==> config.mk <==
export PLATFORM = sky130hd
export DESIGN_NAME = otb_table
export DESIGN_NICKNAME = d
export VERILOG_FILES = /design/src/hdl/otb_pkg.sv /design/src/hdl/otb_table.sv
export SDC_FILE = /design/constraint.sdc
export NUM_CORES = 2
export LEC_CHECK = 0
export ABC_CLOCK_PERIOD_IN_PS = 11440
export BUFFER_PORTS_ARGS = -buffer_cell sky130_fd_sc_hd__buf_4
export CAP_MARGIN = 10
export CORE_MARGIN = 1
export CORE_UTILIZATION = 47
export DETAILED_ROUTE_END_ITERATION = 16
export PLACE_DENSITY_LB_ADDON = 0.2
export SETUP_SLACK_MARGIN = 0.15
export SLEW_MARGIN = 15
export SYNTH_ARGS = -nofsm -noshare
export SYNTH_HDL_FRONTEND = slang
export SYNTH_SLANG_ARGS = --single-unit
==> constraint.sdc <==
create_clock -name clk -period 11.44 [get_ports clk]
set_clock_uncertainty 0.2 [all_clocks]
set_input_delay 2.288 -clock clk [delete_from_list [all_inputs] [get_ports clk]]
set_output_delay 2.288 -clock clk [all_outputs]
set_load 0.05 [all_outputs]
==> src/hdl/otb_pkg.sv <==
// shared types and constants for the one-shot / periodic timer bank
// no dependencies
package otb_pkg;

    localparam int IdW = 31;
    localparam logic [IdW-1:0] ID_MAX = 31'h7fff_ffff;

    localparam logic [2:0] MODE_TICK    = 3'd0;
    localparam logic [2:0] MODE_SET_OS  = 3'd1;
    localparam logic [2:0] MODE_CLR_OS  = 3'd2;
    localparam logic [2:0] MODE_SET_PER = 3'd3;
    localparam logic [2:0] MODE_CLR_PER = 3'd4;

    localparam logic [2:0] KIND_SET      = 3'd0;
    localparam logic [2:0] KIND_CLR      = 3'd1;
    localparam logic [2:0] KIND_FIRE_OS  = 3'd2;
    localparam logic [2:0] KIND_FIRE_PER = 3'd3;
    localparam logic [2:0] KIND_NONE     = 3'd4;

    typedef struct packed {
        logic append;
        logic clear;
        logic scan_rst;
        logic take;
        logic skip;
    } cmd_t;

    typedef struct packed {
        logic           full;
        logic           done;
        logic           fire;
        logic           hit;
        logic [IdW-1:0] tag;
    } sts_t;

endpackage

==> src/hdl/otb_table.sv <==
// one timer table kept as a list in ascending id order, with a scan pointer
// depends on otb_pkg
module otb_table #(
    parameter int SLOTS    = 16,
    parameter bit PERIODIC = 1'b0
) (
    input  logic                      clk,
    input  logic                      rst_n,
    input  otb_pkg::cmd_t             cmd,
    input  logic [31:0]               now,
    input  logic [31:0]               dur,
    input  logic [otb_pkg::IdW-1:0]   append_id,
    input  logic [otb_pkg::IdW-1:0]   target,
    output otb_pkg::sts_t             sts
);

    localparam int CW = $clog2(SLOTS + 1);
    localparam int AW = (SLOTS > 1) ? $clog2(SLOTS) : 1;

    logic [31:0]             start_q [SLOTS];
    logic [31:0]             dur_q   [SLOTS];
    logic [otb_pkg::IdW-1:0] tag_q   [SLOTS];

    logic [CW-1:0] cnt_reg, cnt_next;
    logic [CW-1:0] ptr_reg, ptr_next;
    logic [AW-1:0] ptr_a;
    logic [AW-1:0] hit_idx;
    logic          hit;
    logic [AW-1:0] rm_pos;
    logic          rm_en;
    logic          adv_en;
    logic [31:0]   due;

    assign ptr_a = ptr_reg[AW-1:0];
    assign due   = start_q[ptr_a] + dur_q[ptr_a];

    always_comb
    begin
        hit     = 1'b0;
        hit_idx = '0;
        for (int k = SLOTS - 1; k >= 0; k--)
        begin
            if ((CW'(k) < cnt_reg) && (tag_q[k] == target))
            begin
                hit     = 1'b1;
                hit_idx = AW'(k);
            end
        end
    end

    assign rm_en  = (cmd.clear && hit) || (cmd.take && !PERIODIC);
    assign rm_pos = cmd.clear ? hit_idx : ptr_a;
    assign adv_en = cmd.take && PERIODIC;

    always_comb
    begin
        cnt_next = cnt_reg;
        ptr_next = ptr_reg;
        if (cmd.append)
            cnt_next = cnt_reg + 1'b1;
        else if (rm_en)
            cnt_next = cnt_reg - 1'b1;
        if (cmd.scan_rst)
            ptr_next = '0;
        else if (cmd.skip || adv_en)
            ptr_next = ptr_reg + 1'b1;
    end

    always_ff @(posedge clk or negedge rst_n)
    begin
        if (!rst_n)
        begin
            cnt_reg <= '0;
            ptr_reg <= '0;
        end
        else
        begin
            cnt_reg <= cnt_next;
            ptr_reg <= ptr_next;
        end
    end

    // removal closes the gap so the list stays in id order
    always_ff @(posedge clk)
    begin
        for (int k = 0; k < SLOTS; k++)
        begin
            if (rm_en && (AW'(k) >= rm_pos) && (k < SLOTS - 1))
            begin
                start_q[k] <= start_q[k+1];
                dur_q[k]   <= dur_q[k+1];
                tag_q[k]   <= tag_q[k+1];
            end
            if (cmd.append && (CW'(k) == cnt_reg))
            begin
                start_q[k] <= now;
                dur_q[k]   <= dur;
                tag_q[k]   <= append_id;
            end
            if (adv_en && (AW'(k) == ptr_a))
                start_q[k] <= due;
        end
    end

    assign sts.full = (cnt_reg == CW'(SLOTS));
    assign sts.done = (ptr_reg >= cnt_reg);
    assign sts.fire = (ptr_reg < cnt_reg) && (due < now);
    assign sts.hit  = hit;
    assign sts.tag  = tag_q[ptr_a];

endmodule

[Word level (Yosys, flattened, before mapping)]
Memory sizes are Yosys's and may differ from the RTL's.
Index checks and enable logic that the tools add are counted.
Storage, ports and cells
  bits in registers: 10
  memory bits (writable): 1520
  input port bits: 133
  output and inout port bits: 35
  logic and storage cells: 317
  memories: 3
Memory list
  dur_q: words 16, bits a word 32, read ports 16, clocked after Yosys merged registers in 0, write ports 16, RTL line otb_table.sv:21  | logic [31:0] dur_q [SLOTS];
  start_q: words 16, bits a word 32, read ports 16, clocked after Yosys merged registers in 0, write ports 16, RTL line otb_table.sv:20  | logic [31:0] start_q [SLOTS];
  tag_q: words 16, bits a word 31, read ports 17, clocked after Yosys merged registers in 0, write ports 16, RTL line otb_table.sv:22  | logic [otb_pkg::IdW-1:0] tag_q [SLOTS];
Cells by class
  add/subtract/negate cells: 4
  magnitude comparators: 34
  equality and inequality tests: 32
  mux-type cells: 144
  bitwise gates (word level): 45
  reductions and logical operators: 53
Operator list (number)
  2-to-1 mux 32 bit: 30
  == test 31 bit: 16
  2-to-1 mux 31 bit: 15
  2-to-1 mux 1 bit: 78
  2-to-1 mux 4 bit: 17
  logical AND 1 bit: 49
  bitwise OR 1 bit: 45
  == test 4 x 5 -> 1 bit, first input constant: 8
  less-than comparator 4 x 5 -> 1 bit, first input constant: 8
  adder 32 bit: 1
  less-than comparator 32 bit: 1
  >= comparator 4 bit, first input constant: 7
  == test 3 x 5 -> 1 bit, first input constant: 4
  less-than comparator 3 x 5 -> 1 bit, first input constant: 4
  2-to-1 mux 5 bit: 4
  >= comparator 3 x 4 -> 1 bit, first input constant: 4
  adder 5 x 1 -> 5 bit, second input constant: 2
  == test 2 x 5 -> 1 bit, first input constant: 2
  less-than comparator 1 x 5 -> 1 bit, first input constant: 2
  less-than comparator 2 x 5 -> 1 bit, first input constant: 2
  >= comparator 1 x 4 -> 1 bit, first input constant: 2
  >= comparator 2 x 4 -> 1 bit, first input constant: 2
  == test 1 x 5 -> 1 bit, first input constant: 1
  == test 5 bit, second input constant: 1
  6 further kinds: 7

[Logic depth before layout (Yosys ltp)]
An unclocked memory read counts as a cell.
  word-level depth: 25
  gate-level depth with buffers: 30
  mapped depth without buffers: 25

[Worst setup path after synthesis]
OpenSTA, ideal clock, no wires.
  path kind: input to register
  start: input port target[26] (netlist bit)
  end: memory dur_q[13][0], enable pin
  arrival: 10920 ps
  path slack: -360 ps
  cell stages on the path: 11
  path through: buf_2 -> buf_2 -> xnor2_1 -> nand4b_1 -> nor4_1 -> nand3_1 -> and2_4 -> a211oi_2 -> a2111oi_1 -> a211o_2 -> o21ai_0
RTL lines
  start: declaration: RTL line otb_table.sv:13  | input logic [otb_pkg::IdW-1:0] target,
  end: declaration: RTL line otb_table.sv:21

==> out/qor.yml <==
floorplanning:
  coreArea_um2: 177000
  num_rows: 154
  io_pins: 168
  dieArea_um2: 181000
  start_util: 0.476
  die_y_um: 425
  die_x_um: 425
worst_setup_path:
  critPathSlowestCell: "dfrtp_4"
  worstPathMaxFanout: 105
  reg2regPathDepth: 12
  startpoint_type: "flop"
  max_stage_delay_ns: 0.78
  reg2reg_to: "tag_q[2][19]"
  cp.required_ns: 8.95
  crit_arrival_ns: 8.12
  path_common_cell: "a21oi_1"
  endpoint_kind: "primary output"
  criticalPathCategory: "reg2out"
  crit_path_cell_trace: "buf_12, mux4_2, mux4_2, ha_1, a21oi_1, a2bb2oi_1, a21oi_1, a311oi_1, o21ai_0, o31a_1, and2_1, a31oi_1, a21oi_1, a221oi_1, ha_1, a21o_1, a21o_1, a211o_1, a21oi_1, buf_4"
  r2r_start: "tag_q[0][10]"
  r2r_setup_slack_ns: 4.67
synthesis:
  yosys.cell_count.top_type: "edfxtp_1"
  synth-seq-cells: 1530
  syn_avg_cell_area_um2: 15.3
  yosys-top-cells-count: "edfxtp_1, mux2_2, mux4_2"
  yosysTopAreaCellShare: 0.543
  synth-edff-count: 1520
  ys_seq_area_frac: 0.546
  ys_types: 77
  synth_area_leaders: "edfxtp_1, mux2_2, mux4_2"
  synth_top_area_cell: "edfxtp_1"
  synth_ff_type: "edfxtp_1"
  yosysWarnings: 0
  synthCells: 5487
  syn-cell-area_um2: 84100
  synth.net_count: 5694
  ys_async_sr_fraction: 0.00654
clock_network:
  cts-htree-levels: 4
  worst_skew_pair.late_latency_ns: 0.86
  root_buffer: "clkbuf_16"
  cts.path.max_buffers: 3
  clkSinkCount: 1530
  cts-buffers-inserted: 173
  clkTransAtPathRegs_ns: 0.06
  cts_tree: "built"
  post_cts.repair.setup_buffers: 0
  cts_resized: 0
  cts_hold_buf: 0
power_and_ir_drop:
  irDropWorstVdd_mv: 0.149
  power.density_nw_per_um2: 201
  p_leak_nw: 31.3
timing:
  clock.fmax_mhz: 94.2
  tns_ns: 0
  slew_viol_final: 0
  tightest_slew_ns: 1.38
  setup_viol: 0
  post-route-min-period_ns: 10.61
  slew-limit-headroom: 0.0727
  fin_hold_ws_ns: 0.340
  fin_crit_sh: 0.928
  hold_viol: 0
  rsz0062_at_grt: "no"
  setup_slack_ns: 0.828
status:
  outcome: "completed"
global_routing:
  grt_usage: 0.350
  grt_overflow: 0
  grtUsageMet1: 0.488
  antenna_found_initial: 30
  grt_start_max_net_pins: 106
  gr-usage-met3: 0.0665
  grt_pass1_wl_mm: 437
  grt_pass1_vias: 52291
  busiest_layer: "met2"
  use_met2: 0.535
hold_path:
  hold_start: "dur_q[14][1]"
  hold_path_depth: 2
  min_to: "dur_q[13][1]"
  min_path_type: "reg2reg"
routing:
  ant_nets: 0
  wire_per_inst_um: 39.7
  num_vias: 53749
  drt-total-wl_mm: 317
  vias_per_cell: 6.73
  drc: 0
  drt_first_pass_iters: 5
  drt-initial-drc-count: 7141
placed_design:
  gp_congestion: 1.06
  dp_slack_ns: 1.69
  portBuffers: 167
  dp_hpwl_mm: 201
cells_and_area:
  drive_gt1_frac: 0.405
  reg_top3: "dur_q (512), start_q (512), tag_q (496)"
  nets: 5690
  area_growth_syn_to_layout_pct: 11.3
flow_run:
  drv_cap: 0
placed cells by master, fill, tap and decap left out, types with 10 or more instances in the layout:
| cell | n |
|---|---|
| a2111oi_0 | 10 |
| a21o_1 | 23 |
| a21oi_1 | 42 |
| buf_12 | 23 |
| buf_4 | 242 |
| bufinv_16 | 18 |
| clkbuf_1 | 34 |
| clkbuf_16 | 173 |
| clkinv_1 | 43 |
| clkinv_2 | 30 |
| diode_2 | 17 |
| edfxtp_1 | 1520 |
| ha_1 | 73 |
| inv_1 | 53 |
| mux2_2 | 1235 |
| mux4_2 | 475 |
| nand2_1 | 371 |
| nand2b_1 | 12 |
| nand3_1 | 22 |
| nand4_1 | 105 |
| nor2_1 | 67 |
| nor2b_1 | 29 |
| nor3_1 | 25 |
| nor4_1 | 135 |
| o21ai_0 | 151 |
| or4_1 | 11 |
| xnor2_1 | 189 |
| xor2_1 | 335 |
worst max-delay path by stage:
stage                     startpoint     endpoint  depth (start not counted)
after floorplan               cmd[4]  dur_q[7][0]                          3
after global placement    ptr_reg[1]      sts[32]                         20
after detailed placement  ptr_reg[1]      sts[32]                         20
after CTS                 ptr_reg[1]      sts[32]                         20
after global routing      ptr_reg[1]      sts[32]                         20
final                     ptr_reg[1]      sts[32]                         20
cells by family (layout without fill, tap and decap cells):
logic type | after synthesis | count (layout) | share of synthesized area
multiplexers | 1711 | 1711 | 0.293
flip-flops | 1530 | 1530 | 0.546
AND/OR/NAND/NOR | 858 | 858 | 0.0513
XOR/XNOR | 525 | 525 | 0.0547
buffers and inverters | 498 | 638 | 0.0239
AO/OA/AOI/OAI | 291 | 291 | 0.0209
adder cells (fa/ha/maj) | 74 | 74 | 0.0111
other | 0 | 17 | 0
power by group:
| group | switching, mW | total (mW) | internal (mW) |
|---|---|---|---|
| Sequential | 0.667 | 8.14 | 7.47 |
| Combinational | 2.94 | 4.97 | 2.03 |
| Clock | 2.48 | 5.70 | 3.23 |
routing by layer:
metal  up-vias  wire [um]  part of all wire
li1      21598          -                 -
met5         -        103           0.00033
met4        16      14100             0.045
met2      3017     146000              0.46
met1     28555     129000              0.41
met3       563      28000             0.088
stage by stage:
step	utilization	total power, mW	cells	area (um^2)
6_report	0.529	18.8	7984	93600
5_1_grt	0.529	19.3	7979	93600
4_1_cts	0.529	18.8	7967	93600
3_5_place_dp	0.497	13.1	7648	87900
3_3_place_gp	0.497	13.0	7647	87800
2_1_floorplan	-	11.1	5487	84100
area by class of cell:
class	count	area, um^2
fillers	14471	83300
well taps	2340	2930
multi-input cells	3459	36500
diodes	17	42.5
clock buffers	209	4480
clock inverters	110	1220
flip-flops and latches	1530	45900
inverters	53	199
repair buffers	266	2300
worst max-delay path, delay by kind of cell (launching register included):
kind	cells	cell delay [ns]
AOI/OAI and AO/OA	13	3.34
adders and majority gates	2	0.73
buffers and inverters	2	0.90
DFF	1	0.78
muxes	2	1.09
and+or+nand+nor	1	0.22
Power figures use the tool's default switching activity.
