`config.mk`:
```
export PLATFORM = sky130hd
export DESIGN_NAME = otb_ctrl
export DESIGN_NICKNAME = d
export VERILOG_FILES = /design/src/hdl/otb_pkg.sv /design/src/hdl/otb_ctrl.sv
export SDC_FILE = /design/constraint.sdc
export NUM_CORES = 1
export LEC_CHECK = 0
export ABC_AREA = 1
export BUFFER_PORTS_ARGS = -buffer_cell sky130_fd_sc_hd__buf_2
export CAP_MARGIN = 20
export CORE_UTILIZATION = 29
export DETAILED_ROUTE_END_ITERATION = 8
export PLACE_DENSITY = 0.52
export SLEW_MARGIN = 5
export SYNTH_ARGS = -nofsm -noshare
export SYNTH_HDL_FRONTEND = slang
export SYNTH_SLANG_ARGS = --single-unit
```
`constraint.sdc`:
```
create_clock -name clk -period 2.6 [get_ports clk]
set_input_delay 0.13 -clock clk [delete_from_list [all_inputs] [get_ports clk]]
set_output_delay 0.13 -clock clk [all_outputs]
set_load 0.01 [all_outputs]
```
`src/hdl/otb_pkg.sv`:
```
// shared types and constants for the one-shot / periodic timer bank
// no dependencies
package otb_pkg;

    localparam int IdW = 31;
    localparam logic [IdW-1:0] ID_MAX = 31'h7fff_ffff;

    localparam logic [2:0] MODE_TICK    = 3'd0;
    localparam logic [2:0] MODE_SET_OS  = 3'd1;
    localparam logic [2:0] MODE_CLR_OS  = 3'd2;
    localparam logic [2:0] MODE_SET_PER = 3'd3;
    localparam logic [2:0] MODE_CLR_PER = 3'd4;

    localparam logic [2:0] KIND_SET      = 3'd0;
    localparam logic [2:0] KIND_CLR      = 3'd1;
    localparam logic [2:0] KIND_FIRE_OS  = 3'd2;
    localparam logic [2:0] KIND_FIRE_PER = 3'd3;
    localparam logic [2:0] KIND_NONE     = 3'd4;

    typedef struct packed {
        logic append;
        logic clear;
        logic scan_rst;
        logic take;
        logic skip;
    } cmd_t;

    typedef struct packed {
        logic           full;
        logic           done;
        logic           fire;
        logic           hit;
        logic [IdW-1:0] tag;
    } sts_t;

endpackage

```
`src/hdl/otb_ctrl.sv`:
```
// controller: request sequencing, id counters, pending result and output register
// depends on otb_pkg
module otb_ctrl (
    input  logic                      clk,
    input  logic                      rst_n,
    input  logic                      in_valid,
    output logic                      in_ready,
    input  logic [2:0]                mode,
    input  logic [otb_pkg::IdW-1:0]   target,
    input  otb_pkg::sts_t             sts_os,
    input  otb_pkg::sts_t             sts_per,
    output otb_pkg::cmd_t             cmd_os,
    output otb_pkg::cmd_t             cmd_per,
    output logic [otb_pkg::IdW-1:0]   append_id,
    output logic                      out_valid,
    input  logic                      out_ready,
    output logic [2:0]                kind,
    output logic [otb_pkg::IdW-1:0]   entry_id,
    output logic                      accepted,
    output logic                      last
);

    typedef enum logic [2:0] {
        ST_IDLE, ST_SET_OS, ST_SET_PER, ST_CLR_OS, ST_CLR_PER,
        ST_SCAN_OS, ST_SCAN_PER, ST_FINISH
    } state_t;

    state_t                  state_reg;
    logic [otb_pkg::IdW-1:0] ctr_os_reg, ctr_per_reg;
    logic                    pend_reg;
    logic [2:0]              pend_kind_reg;
    logic [otb_pkg::IdW-1:0] pend_id_reg;
    logic                    can_emit;
    logic                    take_ok;
    logic                    tick_acc;
    logic                    set_os_ok, set_per_ok;
    logic                    emit_now;

    assign in_ready   = (state_reg == ST_IDLE);
    assign can_emit   = !out_valid || out_ready;
    assign take_ok    = !pend_reg || can_emit;
    assign tick_acc   = in_valid && in_ready && (mode == otb_pkg::MODE_TICK);
    assign set_os_ok  = !sts_os.full && (ctr_os_reg < otb_pkg::ID_MAX);
    assign set_per_ok = !sts_per.full && (ctr_per_reg < otb_pkg::ID_MAX);
    assign append_id  = (state_reg == ST_SET_OS) ? ctr_os_reg + 1'b1 : ctr_per_reg + 1'b1;

    always_comb
    begin
        cmd_os  = '0;
        cmd_per = '0;
        cmd_os.scan_rst  = tick_acc;
        cmd_per.scan_rst = tick_acc;
        case (state_reg)
            ST_SET_OS:   cmd_os.append  = can_emit && set_os_ok;
            ST_SET_PER:  cmd_per.append = can_emit && set_per_ok;
            ST_CLR_OS:   cmd_os.clear   = can_emit;
            ST_CLR_PER:  cmd_per.clear  = can_emit;
            ST_SCAN_OS:
            begin
                cmd_os.take = !sts_os.done && sts_os.fire && take_ok;
                cmd_os.skip = !sts_os.done && !sts_os.fire;
            end
            ST_SCAN_PER:
            begin
                cmd_per.take = !sts_per.done && sts_per.fire && take_ok;
                cmd_per.skip = !sts_per.done && !sts_per.fire;
            end
            default: ;
        endcase
    end

    // a new word enters the output register this cycle
    always_comb
    begin
        case (state_reg)
            ST_SET_OS, ST_SET_PER, ST_CLR_OS, ST_CLR_PER, ST_FINISH:
                emit_now = can_emit;
            ST_SCAN_OS:  emit_now = cmd_os.take && pend_reg;
            ST_SCAN_PER: emit_now = cmd_per.take && pend_reg;
            default:     emit_now = 1'b0;
        endcase
    end

    always_ff @(posedge clk or negedge rst_n)
    begin
        if (!rst_n)
        begin
            state_reg     <= ST_IDLE;
            ctr_os_reg    <= '0;
            ctr_per_reg   <= '0;
            pend_reg      <= 1'b0;
            pend_kind_reg <= otb_pkg::KIND_NONE;
            pend_id_reg   <= '0;
            out_valid     <= 1'b0;
            kind          <= otb_pkg::KIND_NONE;
            entry_id      <= '0;
            accepted      <= 1'b0;
            last          <= 1'b0;
        end
        else
        begin
            if (emit_now)
                out_valid <= 1'b1;
            else if (out_valid && out_ready)
                out_valid <= 1'b0;
            case (state_reg)
                ST_IDLE:
                begin
                    if (in_valid)
                    begin
                        case (mode)
                            otb_pkg::MODE_TICK:
                            begin
                                pend_reg  <= 1'b0;
                                state_reg <= ST_SCAN_OS;
                            end
                            otb_pkg::MODE_SET_OS:  state_reg <= ST_SET_OS;
                            otb_pkg::MODE_CLR_OS:  state_reg <= ST_CLR_OS;
                            otb_pkg::MODE_SET_PER: state_reg <= ST_SET_PER;
                            otb_pkg::MODE_CLR_PER: state_reg <= ST_CLR_PER;
                            default:               state_reg <= ST_IDLE;
                        endcase
                    end
                end
                ST_SET_OS, ST_SET_PER:
                begin
                    if (can_emit)
                    begin
                        kind      <= otb_pkg::KIND_SET;
                        last      <= 1'b1;
                        accepted  <= cmd_os.append || cmd_per.append;
                        entry_id  <= (cmd_os.append || cmd_per.append) ? append_id : '0;
                        if (cmd_os.append)
                            ctr_os_reg <= append_id;
                        if (cmd_per.append)
                            ctr_per_reg <= append_id;
                        state_reg <= ST_IDLE;
                    end
                end
                ST_CLR_OS, ST_CLR_PER:
                begin
                    if (can_emit)
                    begin
                        kind      <= otb_pkg::KIND_CLR;
                        last      <= 1'b1;
                        entry_id  <= target;
                        accepted  <= (state_reg == ST_CLR_OS) ? sts_os.hit : sts_per.hit;
                        state_reg <= ST_IDLE;
                    end
                end
                ST_SCAN_OS, ST_SCAN_PER:
                begin
                    if (((state_reg == ST_SCAN_OS) && sts_os.done) ||
                        ((state_reg == ST_SCAN_PER) && sts_per.done))
                    begin
                        state_reg <= (state_reg == ST_SCAN_OS) ? ST_SCAN_PER : ST_FINISH;
                    end
                    else if (cmd_os.take || cmd_per.take)
                    begin
                        // older firing goes out, newest one waits to learn if it is last
                        if (pend_reg)
                        begin
                            kind      <= pend_kind_reg;
                            entry_id  <= pend_id_reg;
                            accepted  <= 1'b0;
                            last      <= 1'b0;
                        end
                        pend_reg <= 1'b1;
                        if (cmd_os.take)
                        begin
                            pend_kind_reg <= otb_pkg::KIND_FIRE_OS;
                            pend_id_reg   <= sts_os.tag;
                        end
                        else
                        begin
                            pend_kind_reg <= otb_pkg::KIND_FIRE_PER;
                            pend_id_reg   <= sts_per.tag;
                        end
                    end
                end
                ST_FINISH:
                begin
                    if (can_emit)
                    begin
                        accepted  <= 1'b0;
                        last      <= 1'b1;
                        kind      <= pend_reg ? pend_kind_reg : otb_pkg::KIND_NONE;
                        entry_id  <= pend_reg ? pend_id_reg : '0;
                        pend_reg  <= 1'b0;
                        state_reg <= ST_IDLE;
                    end
                end
                default: state_reg <= ST_IDLE;
            endcase
        end
    end

endmodule

```
Word level (Yosys, flattened, before mapping)
Cells that the tools add are included.
Word-level totals
  flip-flop bits (word level): 137
  latch bits: 0
  memory bits (writable): 0
  bits in read-only memories: 0
  memories kept: 0
Cells by class
  eq/ne operators: 21
  bitwise logic cells: 1
  multiplexer cells: 49
  divide/modulo/power cells: 0
  multiply operators: 0
  $lt $le $gt $ge: 2
  reduce and logical (&&, ||, !) cells: 47
  shift operators: 0
  add/subtract/negate cells: 2
Operators with widths (number)
  2-to-1 mux 31 bit: 10
  case mux 31 bit (4 select lines): 1
  adder 31 x 1 -> 31 bit, second input constant: 2
  less-than comparator 31 bit, second input constant: 2
  2-to-1 mux 3 bit: 9
  2-to-1 mux 1 bit: 20
  logical AND 1 bit: 17
  inequality test 2 bit, second input constant: 8
  equality test 3 bit, second input constant: 5
  case mux 3 bit (5 select lines): 1
  equality test 3 x 2 -> 1 bit, second input constant: 4
  case mux 3 bit (4 select lines): 1
  AND reduction 3 bit: 4
  case mux 3 bit (3 select lines): 1
  logical NOT 1 bit: 8
  AND reduction 7 bit: 1
  equality test 3 x 1 -> 1 bit, second input constant: 2
  logical NOT 3 bit: 2
  case mux 1 bit (3 select lines): 2
  AND reduction 6 bit: 1
  OR reduction 2 bit: 3
  logical OR 1 bit: 5
  AND reduction 5 bit: 1
  OR reduction 5 bit: 1
  other kinds (8): 11

Depth between registers and ports, before layout
  word-level depth: 9
  mapped depth: 18
  gate-level depth less buffers: 16

Least setup slack after synthesis
OpenSTA, ideal clock, no wires.
  kind: reg2reg
  start point: register state_reg[2]
  end point: register entry_id[4] (netlist name)
  period minus slack after synthesis: 2.318 ns
  data arrival time: 2.182 ns
  library setup time: 0.135 ns
  slack: 0.282 ns
  cell stages (with the launch flop): 17
  path through: dfrtp_1 > buf_2 > inv_2 > nand3_2 > buf_6 > nand2_1 > inv_1 > nor2_2 > inv_1 > ha_1 > nand2_1 > nor2_4 > or2_2 > nand2_1 > inv_1 > a21oi_1 > o21ai_0
On the way
  elaborated cells on any way between the ends: 31
  those cells by class: 13 x eq/ne; 8 x mux; 10 x reduce/logical
RTL lines
  start: declaration: RTL line otb_ctrl.sv:28  | state_t state_reg;
  start signal: assignment: RTL line otb_ctrl.sv:156  | state_reg <= (state_reg == ST_SCAN_OS) ? ST_SCAN_PER : ST_FINISH;
  equality test 3 x 1 -> 1 bit: RTL line otb_ctrl.sv:45  | assign append_id = (state_reg == ST_SET_OS) ? ctr_os_reg + 1'b1 : ctr_per_reg + 1'b1;
  2-to-1 mux 31 bit: RTL line otb_ctrl.sv:45
  net append_id, one bit: RTL line otb_ctrl.sv:14  | output logic [otb_pkg::IdW-1:0] append_id,
  2-to-1 mux 31 bit: RTL line otb_ctrl.sv:132  | entry_id <= (cmd_os.append || cmd_per.append) ? append_id : '0;
  2-to-1 mux 31 bit: RTL line otb_ctrl.sv:127  | if (can_emit)
  case mux 31 bit (4 select lines): RTL line otb_ctrl.sv:106  | case (state_reg)
  end signal: assignment: RTL line otb_ctrl.sv:132
  end signal: assignment: RTL line otb_ctrl.sv:146  | entry_id <= target;
  end signal: assignment: RTL line otb_ctrl.sv:164  | entry_id <= pend_id_reg;
  end: declaration: RTL line otb_ctrl.sv:18  | output logic [otb_pkg::IdW-1:0] entry_id,
The timed path passes the listed nets, and every way through them passes these cells. The select of a mux whose other input is x is not followed.
A chain may end at the register's enable or synchronous reset.

Worst setup path in the final report
  start point: register state_reg[0]
  end point: output port append_id[19] (netlist name)
On the way
  longest elaborated chain between the ends: 2
RTL lines (RTL line)
  equality test 3 x 1 -> 1 bit: otb_ctrl.sv:45
  2-to-1 mux 31 bit: otb_ctrl.sv:45
  end: declaration: otb_ctrl.sv:14
No other way between the ends.

==> metrics.txt <==
status complete, but fails checks; failing checks setup timing; fin crit period 2701 ps; Area Overhead vs Synth 47.31%; Synth Area per Inst 6.986 µm²; Total GRT Usage 0.2029; # DRC 0; via count 8,321; Design Area, Final 11,680 µm²; share of cells above drive strength 1 0.3251; Reg-to-Reg End entry_id[18]; slew of the pin with the lowest slew margin 547.4 ps; Cell Rows 60; sequential fraction of the synthesis area 0.4327; Antenna Cells 0; first-pass GRT wire length 44.15 mm; number of global-route vias before repair 8,080; area leader, netlist dfrtp_1; Hold Path Origin sts_os[31]; Max Fclk 370.2 MHz; Hold Violations, Final 0; Hold Path Class input pin to flip-flop; CTS H-Tree Depth 4; ys async rst share 1.000; Reg clk slew, reported paths 70 ps; Critical Path Fanout Max 6; PortBufs 186; GR peak layer met2; Hold EP accepted; crit path DAT 2570 ps; Final ANT Viol Nets 0; Cell Chain, Critical Path inv_2 -> nor2_4 -> buf_12 -> buf_12 -> nand3_1 -> nand2_2 -> nand2_1 -> nor2_4 -> nand2_4 -> nor2_4 -> nand3_1 -> and2_4 -> buf_2; total power 10.53 mW; vias per cell 4.649; Starting DRT DRC Count 463; first drt pass iteration count 5; #FFs+latches synth 137; commonest cells in the netlist nand2_1, dfrtp_1, nor2_1, inv_1, nand3_1; Pleak 5.894 nW; Top cell by count, worst path nor2_4; Final GP Congestion 0.8923; Slew Limit Fails 0; final net count 1,545; Pwr Density 901.8 nW/µm²; Setup crit end kind primary output; TritonCTS clock tree yes; RSZ-0062 raised after global routing yes; Reg2Reg Depth 20; Top Ports 187; Detailed Place HPWL 20.45 mm; Initial Utilization 0.2950; die area 28,010 µm²; worst reg2reg setup slack 10 ps; internal power 6.222 mW; Post-Syn Nets 1,244; Max clock buf depth 2; Clock Tree Root clkbuf_16; Sw Pwr 4.311 mW; Critical Path Source state_reg[0]; critical path type flip-flop to primary output; met1 global-route usage 0.2724; Synth area leaders dfrtp_1, nand2_1, nor2_1, nand3_1, inv_1; antenna violations before repair 0; Sink Count 137; Worst setup SP type flip-flop; final-report setup violation count 11; Hold Crit Depth 5; width of the die 167.4 µm; highest cell delay on the worst timing path 420 ps; Num CTS Buffers 17; pre-CTS setup slack 167.5 ps; core area 26,880 µm²; total congestion overflow 0; met3 usage 0.04160; largest net degree at the start of global routing 67; top-count cell post-synth nand2_1; Yosys top cell area share 0.4261; Post-DP Area 9344 µm²; Post-Synthesis Cell Area 7929 µm²; Reg area 3432 µm²; Main synth FF type dfrtp_1; sw frac 0.4093; multi-input gate area in the final layout 4428 µm²; max_cap viols 0; Worst path slowest cell dfrtp_2; Final period util 1.039; Die Y 167.4 µm; peak supply drop 0.4293 mV; Cell variety after synth 41; clock skew 15.81 ps; Clock Power Share 0.231; Syn Inst Count 1,135; relative slew slack 0.6351; Ys Warns 0; RR Startpoint state_reg[2]; setup TNS -553.1 ps; number of enable flip-flop cells after synthesis 0; total wire length 28.49 mm; worst skew pair latency 440 ps; setup slack after layout -101.0 ps; routed len/inst 15.91 µm; WP data required 2470 ps; Comb pwr share 0.465; M2 GR Usage 0.3293; fillers 2,820; Seq pwr share 0.305
[stage by stage]
step	instances	utilization	hold slack, ps
2_1_floorplan	1135	-	-165.6
3_5_place_dp	1643	0.3477	139.2
6_report	1790	0.4346	66.79
3_3_place_gp	1643	0.3477	143.2
5_1_grt	1790	0.4346	123.2
4_1_cts	1765	0.4092	55.10
[layout by cell type (no fill, tap or decap), types with 5 or more instances in the layout]
master / netlist / final
a21oi_1: 36 / 35
a31oi_1: 33 / 33
and2_4: 12 / 20
buf_12: 1 / 9
buf_2: 11 / 176
buf_4: 5 / 69
buf_6: 6 / 15
clkbuf_16: 0 / 19
dfrtp_1: 135 / 134
dlygate4sd3_1: 0 / 63
inv_1: 84 / 81
inv_2: 4 / 5
inv_6: 0 / 7
inv_8: 0 / 6
nand2_1: 432 / 380
nand2_2: 14 / 44
nand2_4: 0 / 22
nand3_1: 64 / 46
nand3_2: 1 / 16
nand4_1: 19 / 19
nor2_1: 123 / 102
nor2_2: 8 / 9
nor2_4: 8 / 28
nor3_1: 7 / 6
o21ai_0: 57 / 55
o21bai_1: 5 / 5
or2_2: 5 / 5
[how the worst max path moves through the flow]
| stage | to | slack, ps | depth (start not counted) |
|---|---|---|---|
| after floorplan | entry_id[4] | 280 | 16 |
| after detailed placement | entry_id[10] | 170 | 14 |
| final | append_id[19] | -100 | 13 |
| after CTS | append_id[20] | -90 | 14 |
| after global placement | append_id[21] | 180 | 13 |
| after global routing | append_id[19] | -220 | 14 |
[repair_timing]
item / 4_1_cts / 5_1_grt
buffers inserted: 26 / 22
hold buffers: 63 / 0
pin swaps: 29 / 47
resized for setup: 66 / 116
endpoints found under the setup margin: 28 / 60
hold endpoints to repair: 84 / 0
cloned: 1 / 3
[final cells by class]
cell class / count / area share
Tap cell: 341 / 0.03653
Timing Repair Buffer: 336 / 0.2116
Sequential cell: 137 / 0.2938
Timing Repair inverter: 1 / 0.0006427
Multi-Input combinational cell: 852 / 0.3791
Clock buffer: 17 / 0.03642
Inverter: 91 / 0.02978
Clock inverter: 15 / 0.01210
[power groups by stage]
stage	combinational [mW]	sequential, mW	clock [mW]
after detailed placement	3.93	3.25	0
after floorplan	2.48	3.27	0
after global routing	5.44	3.29	2.56
after global placement	3.92	3.24	0
after CTS	4.62	3.21	2.46
final	4.89	3.21	2.43
[critical path: cells and delay by family, from the launching register on]
kind	cells	cell delay, ps
buffers and inverters	4	460
flip-flops	1	420
AND/OR/NAND/NOR	9	1270
[per-layer routing]
metal | share of wire | up-vias
met5 | 0 | -
met2 | 0.47 | 224
met1 | 0.47 | 3866
met3 | 0.051 | 21
met4 | 0.011 | 0
li1 | - | 4210
[cell families after synthesis]
family                     after synthesis  share of synthesized area
AOI/OAI and AO/OA                      137                    0.09563
xor gates and xnor gates                 5                   0.005523
adders and majority gates                1                   0.001578
buffers and inverters                  146                    0.08095
DFF                                    137                     0.4327
and+or+nand+nor                        709                     0.3836
(Power assumes the default switching activity.)
